File: config.mk
export PLATFORM = sky130hd
export DESIGN_NAME = smcs_hist_mem
export DESIGN_NICKNAME = d
export VERILOG_FILES = /design/src/design/smcs_pkg.sv /design/src/design/smcs_hist_mem.sv
export SDC_FILE = /design/constraint.sdc
export NUM_CORES = 2
export LEC_CHECK = 0
export BUFFER_PORTS_ARGS = -buffer_cell sky130_fd_sc_hd__buf_4
export CAP_MARGIN = 25
export CORE_MARGIN = 3
export CORE_UTILIZATION = 55
export CTS_CLUSTER_DIAMETER = 120
export CTS_CLUSTER_SIZE = 8
export DETAILED_ROUTE_END_ITERATION = 10
export PLACE_DENSITY = 0.72
export SLEW_MARGIN = 20
export SYNTH_ARGS = -nofsm -noshare
export SYNTH_HDL_FRONTEND = slang
export SYNTH_SLANG_ARGS = --single-unit
File: constraint.sdc
create_clock -name clk -period 5.38 [get_ports clk]
set_input_delay 1.076 -clock clk [delete_from_list [all_inputs] [get_ports clk]]
set_output_delay 1.076 -clock clk [all_outputs]
set_load 0.03 [all_outputs]
File: src/design/smcs_pkg.sv
// ----------------------------------------------------------------------------
// smcs_pkg
// Shared types, field widths and command codes of the sparse Markov chain
// stepper.
// ----------------------------------------------------------------------------
package smcs_pkg;

  localparam int STATE_W         = 6;
  localparam int SLOT_W          = 8;
  localparam int PROB_W          = 20;
  localparam int COUNT_W         = 32;
  localparam int LIM_W           = 7;
  localparam int ENT_CNT_W       = 9;
  localparam int CFG_DATA_W      = 9;
  // 511 entries of up to 2^20-1 each stay below 2^29
  localparam int SUM_W           = 29;
  localparam int DEF_MAX_STATES  = 64;
  localparam int DEF_MAX_ENTRIES = 256;
  localparam int STATES_RESET    = 64;

  typedef logic [STATE_W-1:0] state_t;

  typedef enum logic [1:0] {
    CMD_LOAD    = 2'd0,
    CMD_STEP    = 2'd1,
    CMD_READ    = 2'd2,
    CMD_RESTART = 2'd3
  } cmd_e;

  typedef enum logic [0:0] {
    REG_STATES_IN_USE  = 1'd0,
    REG_ENTRIES_IN_USE = 1'd1
  } cfg_reg_e;

  typedef struct packed {
    cmd_e                command;
    logic [SLOT_W-1:0]   slot;
    state_t              source_state;
    state_t              dest_state;
    logic [PROB_W-1:0]   probability;
    logic [PROB_W-1:0]   random_value;
    state_t              target_state;
  } in_item_t;

  typedef struct packed {
    state_t              present_state;
    logic [COUNT_W-1:0]  visit_count;
    logic                moved;
  } out_item_t;

  typedef struct packed {
    state_t              source;
    state_t              dest;
    logic [PROB_W-1:0]   prob;
  } entry_t;

  typedef struct packed {
    state_t              state;
    logic [PROB_W-1:0]   rnd;
    logic [LIM_W-1:0]    lim;
  } walk_req_t;

  typedef struct packed {
    logic                done;
    logic                hit;
    state_t              dest;
  } walk_res_t;

endpackage

File: src/design/smcs_hist_mem.sv
// ----------------------------------------------------------------------------
// smcs_hist_mem
// Visit histogram store: one write port, one registered read port.
// ----------------------------------------------------------------------------
module smcs_hist_mem
  import smcs_pkg::*;
#(
  parameter int DEPTH = DEF_MAX_STATES,
  parameter int AW    = 6
) (
  input  logic               clk,
  input  logic               we,
  input  logic [AW-1:0]      waddr,
  input  logic [COUNT_W-1:0] wdata,
  input  logic [AW-1:0]      raddr,
  output logic [COUNT_W-1:0] rdata
);

  logic [COUNT_W-1:0] mem [DEPTH];

  always_ff @(posedge clk) begin
    if (we) begin
      mem[waddr] <= wdata;
    end
    rdata <= mem[raddr];
  end

endmodule

# == After elaboration in Yosys (flattened, before gate mapping) ==
# Memories as Yosys holds them, arrays and structs flattened. A register that Yosys moved wholly into a read port is not among the register bits.
# Index checks and enable logic that the tools add are counted.
# word_totals
reg_bits,0
mem_bits_rw,2048
input_bits,46
out_inout_bits,32
wordCells,3
mem_count,1
# memory_table
name,words,word_bits,rd,rd_ports_with_merged_regs,wr,line,text
mem,64,32,1,1,1,smcs_hist_mem.sv:19,logic [COUNT_W-1:0] mem [DEPTH];
# classes
muxes,2
# op_table
op,count
2-to-1 mux 1 bit,2

# == Longest topological paths before layout ==
# depth
depth_word,2
mapped_depth,10

# == Worst setup path before layout ==
# Ideal clock, no wire load.
# synth_path
kind,input-to-reg
startpoint,input port waddr[3]
endpoint,memory mem[48][0] (enable)
setup_ns,0.461
arrival_ns,3.775
t_required_ns,4.919
setup_slack_ns,1.144
path_stages,4
n_path_buf,1
cell_sequence,clkbuf_1 nor2b_1 nand4b_1 nor3_1
# synth_lines
item,line,text
from (decl),smcs_hist_mem.sv:13,"input logic [AW-1:0] waddr,"
to (decl),smcs_hist_mem.sv:19,
# No word-level cell before the write port.

==> flow_summary.toml <==
[clock_tree]
cts_tree = "yes"
clock_path_buffers = 4
insertion_delay_ns = 0.88
cts_inserted_buffers = 309
clk_pin_slew_ns = 0.05
cts_max_level = 5
post_cts_resized = 0
cts_hold_buf = 0
clock-root-buffer = "clkbuf_16"
clock-sinks = 2080
post_cts_buffers = 0

[layout]
multiInputGateArea_um2 = 16000
layout_commonest_cell = "edfxtp_1"
fin_nets = 3727
fillers = 8907
regArea_um2 = 62100
post_route_cells_drive_above_1_share_pct = 30.4
final_cell_mix = "2048 x edfxtp_1, 544 x mux4_2, 317 x clkbuf_16"
area_delta_synth_final_pct = 15.8

[floorplan]
pin_count = 78
die_w_um = 384
die-area_um2 = 147000
start_util_pct = 55.5
rows = 138
design.core.area_um2 = 142000
fp.dieH_um = 384

[critical_path]
critical_path_class = "input pin to register"
crit_chain = "buf_8 -> buf_12 -> buf_4 -> mux4_2 -> mux4_2 -> o22ai_1 -> nor2_1"
critPathMaxStageDelay_ns = 0.58
crit_path_frequent_cell = "mux4_2"
critical_path.top_delay_family = "buffers and inverters"
critPathCaptureType = "register"
slowest_stage = "buf_8"
worstPathArrival_ns = 4.04
required_ns = 6.11
critPathBufInv = 3
worstSetupStartpointType = "input pin"
crit_path_max_fanout = 79

[synthesis]
syn_inst = 3324
synth_top_family_by_area = "multiplexers"
synth_compound_area_share_pct = 1.67
ys_ff_latch = 2080
synth.area.mux_share_pct = 16.8
synthXorXnorAreaFrac_pct = 0
synth_nets = 3370
netlist_area_um2 = 78500
yosysSeqAreaShare_pct = 79.1
syn_area_per_cell_um2 = 23.6
synth_cell_types = 34
synthSimpleGateAreaFrac_pct = 1.27
synth_warnings = 0
synthAdderAreaFrac_pct = 0

[power_and_ir_drop]
powerDensity_nw_per_um2 = 404
p_leak_nw = 28.7
ir_worst_vdd_v = 0.000279

[timing]
fmax_ghz = 0.302
fin_crit_sh_pct = 61.5
drv_slew = 0
rsz0062_at_grt = "no"
tightest_slew_ns = 1.09
tns_ns = 0
min_period_ns = 3.31
finalHoldViolCount = 0
setup_viol = 0
max_slew_margin_pct = 26.9
whs_ns = 0.707
finalClockSkew_ns = 0.0353

[detailed_routing]
dr.pass1.iters = 5
drtIter0Drc = 5208
vias = 38200
wire_per_inst_um = 34.8
ant_nets = 0
vias_per_cell = 6.68
wl_um = 199000
drc = 0

[global_routing]
grt_max_degree = 81
grt_usage_pct = 27.5
antenna_found_initial = 7
grt_pass1_vias = 39100
grt_first_pass_wirelength_um = 285000
grt_overflow_total = 0

[placement]
place_congestion = 0.782
placement.io_buffers = 77
dp_hpwl_um = 105000

[job]
cap_viol_max_count = 0

[run_status]
outcome = "finished, final reports clean"

[min_path]
holdCritPathClass = "input pin to register"
[layer usage]
layer  vias to the layer above  global-route usage (%)  wire (µm)
met5                         -                       0         39
met4                         6                    9.47       6870
met3                       428                    6.16      21800
met2                      2486                    42.8      95900
met1                     20300                    39.2      74100
li1                      15000                       -          -
[per-stage QoR]
step | utilization [%] | instance area [µm²] | power, W | cells | setup slack [ns]
5_1_grt | 64.2 | 90900 | 0.0376 | 5707 | 2.03
6_report | 64.2 | 90900 | 0.0367 | 5710 | 2.07
2_1_floorplan | - | 78500 | 0.0193 | 3324 | 1.14
3_3_place_gp | 58.2 | 82400 | 0.0200 | 5257 | 1.14
3_5_place_dp | 58.2 | 82400 | 0.0200 | 5259 | 1.16
4_1_cts | 64.2 | 90900 | 0.0369 | 5706 | 2.10
[kinds of logic after synthesis]
kind of cell,after synthesis
simple gates,223
buf+inv,182
flops,2080
compound gates,202
mux,637
[worst reg2reg max path: stages, from the launching register on]
cell and delay [ns]:
edfxtp_1 0.37, mux4_2 0.49, mux4_2 0.51, o22ai_1 0.60
nor2_1 0.12
[path summary, 6_finish.rpt]
kind	from	to	slack, ns	depth (start not counted)
worst min-delay path	wdata[13]	mem[37][13]$_DFFE_PP_	0.71	1
worst min register to register	mem[28][17]$_DFFE_PP_	rdata[17]$_DFF_P_	0.84	4
worst max register to register	mem[42][3]$_DFFE_PP_	rdata[3]$_DFF_P_	3.14	4
worst max-delay path	raddr[1]	rdata[21]$_DFF_P_	2.07	7
[cell type report]
cell class | count | share of cell area [%]
Antenna cell | 3 | 0.00826
Clock buffer | 443 | 9.25
Clock inverter | 4 | 0.0385
Multi-Input combinational cell | 1062 | 17.6
Sequential cell | 2080 | 68.3
Tap cell | 1890 | 2.60
Timing Repair Buffer | 228 | 2.20
[cells in the mapped netlist]
library cell     n  area share (%)
nand3_1          5           0.032
or3b_2           3           0.033
nand4b_1         1           0.011
buf_4           25            0.24
or2_2            1          0.0080
mux4_2         544              16
a21oi_1         62            0.40
or3_1            3           0.024
nand2_1         26            0.12
dfxtp_1         32            0.82
a31oi_1          1          0.0080
edfxtp_1      2048              78
a311oi_1         8           0.089
o221ai_1        27            0.30
clkbuf_1        74            0.35
and3_1           4           0.032
o32ai_1          4           0.045
nor2_1         137            0.65
a41o_1           4           0.051
buf_1           21            0.10
or3b_1           2           0.022
nor2b_1         15            0.12
mux2i_1         93             1.2
or2_1            1          0.0080
buf_6            5           0.072
nand2b_1         8           0.064
a22oi_1         12            0.11
or2_0            1          0.0080
and2_1           2           0.016
nand4_1          2           0.016
nand3b_1         5           0.048
buf_2           57            0.36
nor3_1           7           0.045
o22ai_1         84            0.67
[sequential cells by signal, summed over array words and instances (netlist names)]
signal and count:
mem 2048, rdata 32
[report_power, final]
part,internal [W],leakage [nW],switching [W]
Clock,0.0106,4.07,0.00636
Combinational,0.000629,5.92,0.00104
Sequential,0.0180,18.7,0.0000805
Total,0.0292,28.7,0.00748
Power figures use the tool's default switching activity.
