$ cat src/design/smcs_pkg.sv
// ----------------------------------------------------------------------------
// smcs_pkg
// Shared types, field widths and command codes of the sparse Markov chain
// stepper.
// ----------------------------------------------------------------------------
package smcs_pkg;

  localparam int STATE_W         = 6;
  localparam int SLOT_W          = 8;
  localparam int PROB_W          = 20;
  localparam int COUNT_W         = 32;
  localparam int LIM_W           = 7;
  localparam int ENT_CNT_W       = 9;
  localparam int CFG_DATA_W      = 9;
  // 511 entries of up to 2^20-1 each stay below 2^29
  localparam int SUM_W           = 29;
  localparam int DEF_MAX_STATES  = 64;
  localparam int DEF_MAX_ENTRIES = 256;
  localparam int STATES_RESET    = 64;

  typedef logic [STATE_W-1:0] state_t;

  typedef enum logic [1:0] {
    CMD_LOAD    = 2'd0,
    CMD_STEP    = 2'd1,
    CMD_READ    = 2'd2,
    CMD_RESTART = 2'd3
  } cmd_e;

  typedef enum logic [0:0] {
    REG_STATES_IN_USE  = 1'd0,
    REG_ENTRIES_IN_USE = 1'd1
  } cfg_reg_e;

  typedef struct packed {
    cmd_e                command;
    logic [SLOT_W-1:0]   slot;
    state_t              source_state;
    state_t              dest_state;
    logic [PROB_W-1:0]   probability;
    logic [PROB_W-1:0]   random_value;
    state_t              target_state;
  } in_item_t;

  typedef struct packed {
    state_t              present_state;
    logic [COUNT_W-1:0]  visit_count;
    logic                moved;
  } out_item_t;

  typedef struct packed {
    state_t              source;
    state_t              dest;
    logic [PROB_W-1:0]   prob;
  } entry_t;

  typedef struct packed {
    state_t              state;
    logic [PROB_W-1:0]   rnd;
    logic [LIM_W-1:0]    lim;
  } walk_req_t;

  typedef struct packed {
    logic                done;
    logic                hit;
    state_t              dest;
  } walk_res_t;

endpackage

$ cat src/design/smcs_walker.sv
// ----------------------------------------------------------------------------
// smcs_walker
// Entry walk unit: streams entries out of the entry store one per cycle,
// keeps the running probability sum and stops at the first hit or when the entries run out.
// ----------------------------------------------------------------------------
module smcs_walker
  import smcs_pkg::*;
#(
  parameter int MAX_ENTRIES = DEF_MAX_ENTRIES,
  parameter int EW          = 8,
  parameter int CW          = 9
) (
  input  logic          clk,
  input  logic          rst,
  input  logic          start,
  input  walk_req_t     req,
  input  logic [CW-1:0] count,
  output logic [EW-1:0] mem_raddr,
  input  entry_t        mem_rdata,
  output walk_res_t     res
);

  logic             busy;
  logic             pending;
  logic [CW-1:0]    rd_idx;
  logic [CW-1:0]    count_q;
  logic [SUM_W-1:0] sum;
  walk_req_t        req_q;

  logic             qual;
  logic             hit;
  logic             issue;
  logic             exhausted;
  logic [SUM_W-1:0] sum_next;

  always_comb begin
    qual      = pending && (mem_rdata.source == req_q.state) &&
                ({1'b0, mem_rdata.dest} < req_q.lim);
    sum_next  = sum + (qual ? SUM_W'(mem_rdata.prob) : '0);
    hit       = busy && qual && (sum_next != '0) && (SUM_W'(req_q.rnd) < sum_next);
    issue     = busy && !hit && (rd_idx < count_q);
    exhausted = busy && !pending && (rd_idx == count_q);
    mem_raddr = rd_idx[EW-1:0];
    res.done  = hit || exhausted;
    res.hit   = hit;
    res.dest  = mem_rdata.dest;
  end

  always_ff @(posedge clk) begin
    if (rst) begin
      busy    <= 1'b0;
      pending <= 1'b0;
    end else if (start) begin
      busy    <= 1'b1;
      pending <= 1'b0;
      rd_idx  <= '0;
      sum     <= '0;
      req_q   <= req;
      count_q <= count;
    end else if (busy) begin
      if (res.done) begin
        busy    <= 1'b0;
        pending <= 1'b0;
      end else begin
        sum     <= sum_next;
        pending <= issue;
        if (issue) begin
          rd_idx <= rd_idx + CW'(1);
        end
      end
    end
  end

endmodule

$ cat config.mk
export PLATFORM = sky130hd
export DESIGN_NAME = smcs_walker
export DESIGN_NICKNAME = d
export VERILOG_FILES = /design/src/design/smcs_pkg.sv /design/src/design/smcs_walker.sv
export SDC_FILE = /design/constraint.sdc
export NUM_CORES = 1
export LEC_CHECK = 0
export BUFFER_PORTS_ARGS = -buffer_cell sky130_fd_sc_hd__buf_2
export CAP_MARGIN = 10
export CELL_PAD_IN_SITES_DETAIL_PLACEMENT = 1
export CELL_PAD_IN_SITES_GLOBAL_PLACEMENT = 2
export CORE_MARGIN = 10
export CORE_UTILIZATION = 35
export CTS_BUF_LIST = sky130_fd_sc_hd__clkbuf_8
export CTS_CLUSTER_SIZE = 30
export DETAILED_ROUTE_END_ITERATION = 10
export GPL_TIMING_DRIVEN = 0
export MAX_ROUTING_LAYER = met4
export PLACE_DENSITY_LB_ADDON = 0.1
export SLEW_MARGIN = 20
export SYNTH_ARGS = -nofsm -noshare
export SYNTH_HDL_FRONTEND = slang
export SYNTH_SLANG_ARGS = --single-unit
$ cat constraint.sdc
create_clock -name clk -period 9.55 [get_ports clk]
set_input_delay 1.91 -clock clk [delete_from_list [all_inputs] [get_ports clk]]
set_output_delay 1.91 -clock clk [all_outputs]
set_load 0.05 [all_outputs]
======== After elaboration in Yosys (flattened, before gate mapping) ========
Cells that the tools add are included.
word-level totals
  flip-flop bits (word level) ............. 82
  input bits .............................. 77
  output and inout bits ................... 16
cells by class
  add/subtract/negate cells ............... 2
  $lt $le $gt $ge ......................... 3
  equality and inequality tests ........... 3
  mux-type cells .......................... 10
  bitwise operators ....................... 1
  reduce and logical (&&, ||, !) cells .... 19
operator list
  kind                                          count
  2-to-1 mux 29 bit                             2
  adder 29 x 20 -> 29 bit                       1
  < comparator 20 x 29 -> 1 bit                 1
  nonzero test 29 bit                           1
  2-to-1 mux 9 bit                              3
  2-to-1 mux 20 bit                             1
  adder 9 x 1 -> 9 bit (second input constant)  1
  == test 9 bit                                 1
  logical AND 1 bit                             9
  < comparator 9 bit                            1
  < comparator 6 x 7 -> 1 bit                   1
  == test 6 bit                                 1
  2-to-1 mux 1 bit                              4
  AND reduction 4 bit                           1
  nonzero test 2 bit                            2
  AND reduction 3 bit                           1
  logical NOT 1 bit                             2
  != test 2 bit (second input constant)         1
  AND reduction 2 bit                           1
  OR reduction 2 bit                            1
  logical OR 1 bit                              1
  NOT 1 bit                                     1

======== Depth between registers and ports, before layout ========
  word-level depth ........................ 14
  gate-level depth with buffers ........... 25

======== Worst setup path after synthesis ========
OpenSTA, ideal clock, no wires.
  path kind ............................... in2out
  start ................................... input port mem_rdata[21] (netlist bit)
  end ..................................... output port res[7] (netlist bit)
  arrival time ............................ 6.288 ns
  data required time ...................... 7.640 ns
  slack ................................... 1.352 ns
  cell stages on the path ................. 23
  cells stage by stage .................... ha_1 -> a21o_1 -> a21oi_1 -> o21ai_0 -> a31oi_1 -> clkbuf_1 -> and2_1 -> ha_1 -> fa_1 -> a21o_1 -> a221oi_4 -> o22ai_2 -> nor2_1 -> xor2_1 -> ha_1 -> a21o_1 -> a21oi_1 -> nor2_1 -> a2111oi_0 -> nor2_1 -> nor2_1 -> a41o_1 -> a21o_1
RTL lines
  item                line               RTL
  start: declaration  smcs_walker.sv:19  input entry_t mem_rdata,
  end: declaration    smcs_walker.sv:20  output walk_res_t res

======== Worst setup path in the final report ========
  start ................................... input port mem_rdata[21] (netlist bit)
  end ..................................... output port res[6] (netlist bit)
between the ends
  longest elaborated chain between the ends .. 7
  elaborated cells between the ends (all ways) .. 9
RTL lines
  item                                                             line               RTL
  < comparator 6 x 7 -> 1 bit (*)                                  smcs_walker.sv:38  ({1'b0, mem_rdata.dest} < req_q.lim);
  logical AND 1 bit (*)                                            smcs_walker.sv:37  qual = pending && (mem_rdata.source == req_q.state) &&
  branches (longest 4 deep; another with adder 29 x 20 -> 29 bit)  --
  logical AND 1 bit (*)                                            smcs_walker.sv:40  hit = busy && qual && (sum_next != '0) && (SUM_W'(req_q.rnd) < sum_next);
Mark *: on every way between the ends.

==> impl_metrics.yaml <==
clock_network:
  htree_levels: 3
  clock_sinks: 82
  clockRootBuffer: "clkbuf_8"
  clock_latency_ns: 0.38
  clk_pin_slew_ns: 0.09
  cts_buffers: 9
  cts_tree: "done"
  clockBufferDepth: 2
  ctsHoldBuffers: 0
sta:
  finalCritPeriodShare: 0.962
  rsz0062_at_grt: "no"
  finalHoldViolCount: 0
  period_needed_ns: 9.19
  timing.fmax_mhz: 109
  skew_ns: 0.0165
  setup_viol: 0
  slew_violations: 0
  tns_ns: 0
  maxSlewHeadroom: 0.506
  worst_pin_slew_ns: 0.738
synth:
  synthSimpleGateAreaFrac: 0.161
  yosysWarningCount: 0
  synth_edf_count: 80
  ys_types: 57
  synth_compound_area_frac: 0.142
  yosys-top-cells-area: "edfxtp_1 (45%), ha_1 (13%), xor2_1 (3.1%), nor2_1 (3.0%), and2_1 (2.6%)"
  synth_common_cells: "edfxtp_1 (80), ha_1 (54), nor2_1 (42), a21oi_1 (24), inv_1 (23)"
  netlist.area_leader.share: 0.453
  synthesis.area_sq_um: 5300
  yosysMostFrequentCell: "edfxtp_1"
  synth_async_sr_flop_share: 0
  synthAdderAreaFrac: 0.131
  synth_top_cell_by_area: "edfxtp_1"
  synth_top_family_by_area: "simple AND/OR/NAND/NOR gates"
  synth_xor_xnor_area_share: 0.0545
  synth_seq_cells: 82
  synth_flop_cell: "edfxtp_1"
  ys_seq_area_frac: 0.461
  synthesis.nets: 623
  avgSynthCellArea_sq_um: 10.8
  synth_mux_area_frac: 0.00378
  syn_inst: 491
route:
  vias: 4081
  ant_nets: 0
  drt_wl_total_mm: 14.1
  first_pass_iters: 4
  vias_per_cell: 5.17
  routedWlPerCell_um: 17.8
  drc: 0
  dr.first_iter.drc_count: 135
grt:
  overflow: 0
  grt_max_degree: 36
  grt_first_pass_wirelength_mm: 22.9
  grt_antenna_before_repair: 3
  grt_pass1_vias: 4515
  grt_use_total: 0.146
power:
  p_per_area_nw_per_um2: 133
  power_switching_mw: 0.253
  p_clk_frac: 0.282
  leakagePower_nw: 2.66
  swShare: 0.301
  ir_worst_vdd_v: 0.0000644
  p_int_mw: 0.587
  p_seq_frac: 0.526
  p_comb_frac: 0.192
critical_path:
  worst-path-max-fanout: 10
  path_class: "in2out"
  worst_ep_arrival_time_ns: 7.28
  endpoint_kind: "output port"
  required_ns: 7.64
  critPathLaunchType: "input port"
layout:
  seq_area_sq_um: 2440
  fillers: 1676
  syn2layout_area_growth_pct: 19.2
  layout-drive-gt1-share: 0.245
  finish.net_count: 730
  final_area_sq_um: 6320
  multiInputGateArea_sq_um: 2700
placement:
  io_buffers: 92
  post_dp_cell_area_sq_um: 6050
  gpl.final_weighted_congestion: 0.829
  dp_hpwl_mm: 11.3
run:
  maxCapViolCount: 0
floorplanning:
  num_rows: 44
  die_w_um: 143
  coreArea_sq_um: 14700
  initial_core_util: 0.361
  io_pins: 93
  dieArea_sq_um: 20500
  die_h_um: 143
status:
  outcome: "completed"
hold_path:
  hp-class: "reg2reg"
[metal layers]
| layer | share of wire | vias to the layer above | track usage |
|---|---|---|---|
| met5 | 0 | - | - |
| met4 | 0.012 | 0 | 0.0451 |
| met3 | 0.050 | 12 | 0.0388 |
| met2 | 0.48 | 75 | 0.232 |
| met1 | 0.46 | 1958 | 0.177 |
| li1 | - | 2036 | - |
[sequential cells by signal, summed over array words and instances (netlist names)]
signal and count:
count_q 9, pending 1, sum 29, busy 1
rd_idx 9, req_q 33
[cells in the final DEF, fill, tap and decap left out, drive strengths merged, types with 4 or more instances in the layout]
cell type and count:
a21o 15, a21oi 24, a31oi 5, and2 22, and3 5, buf 111
clkbuf 22, clkinv 4, edfxtp 80, ha 54, inv 25, nand2 22
nand2b 5, nand3 12, nand4 16, nor2 42, nor2b 12, nor3 8
o21a 9, o21ai 19, o31ai 6, or3 4, xnor2 14, xor2 19
[logic make-up (layout without fill, tap and decap cells)]
group	count (synthesis)	after routing
mux	2	2
fa+ha+maj	55	55
compound gates	106	106
other cells	0	3
simple gates	162	162
flops	82	82
buf+inv	51	163
xor+xnor	33	33
[area by class of cell]
class / count / share of cell area
diodes: 3 / 0.00119
plain buffers: 28 / 0.0257
clock buffers: 9 / 0.0196
clock inverters: 7 / 0.00732
inverters: 23 / 0.0137
multi-input cells: 358 / 0.427
flip-flops and latches: 82 / 0.386
well taps: 184 / 0.0364
repair buffers: 96 / 0.0827
[per-stage QoR]
stage	instances	hold WS, ns	util	worst slack [ns]	power [mW]
5_1_grt	790	0.672	0.430	0.0266	0.888
3_5_place_dp	769	0.622	0.412	-0.295	0.610
6_report	790	0.636	0.430	0.360	0.841
3_3_place_gp	767	0.618	0.408	-0.230	0.600
4_1_cts	785	0.642	0.424	0.0181	0.847
2_1_floorplan	491	0.555	-	1.35	0.551
[worst paths after layout]
check / depth (start not counted) / to / slack (ns) / from
max: 25 / res[6] / 0.36 / mem_rdata[21]
min: 2 / pending / 0.64 / pending
max reg2reg: 23 / rd_idx[3] / 3.50 / req_q[1]
min reg2reg: 2 / pending / 0.64 / pending
[critical path, stage by stage]
cell and delay, ns:
buf_2 0.11, ha_1 0.27, a21o_1 0.10, a21oi_1 0.07, o21ai_2 0.21, a31oi_4 0.16
clkbuf_2 0.23, and2_1 0.20, ha_1 0.20, fa_1 0.41, a21o_1 0.22, a221oi_4 0.30
buf_4 0.19, o31ai_1 0.08, a31oi_2 0.26, ha_1 0.30, and4_1 0.25, a2111oi_0 0.43
a21oi_1 0.13, a211oi_1 0.26, or3_1 0.16, a41o_2 0.31, and2_1 0.15, buf_4 0.09
buf_2 0.25
[power by group through the flow]
stage | combinational, mW | sequential (mW) | clock (mW)
final | 0.162 | 0.442 | 0.237
after global placement | 0.149 | 0.451 | 0
after detailed placement | 0.159 | 0.451 | 0
after global routing | 0.183 | 0.445 | 0.260
after floorplan | 0.105 | 0.446 | 0
after CTS | 0.161 | 0.443 | 0.243
[timing repair]
item	in CTS	in global routing
buffers inserted	0	2
endpoints found under the hold margin	0	0
setup endpoints to repair	2	2
resized for setup	3	11
pin swaps	0	1
Note: power is estimated with default switching activity, not from simulation.
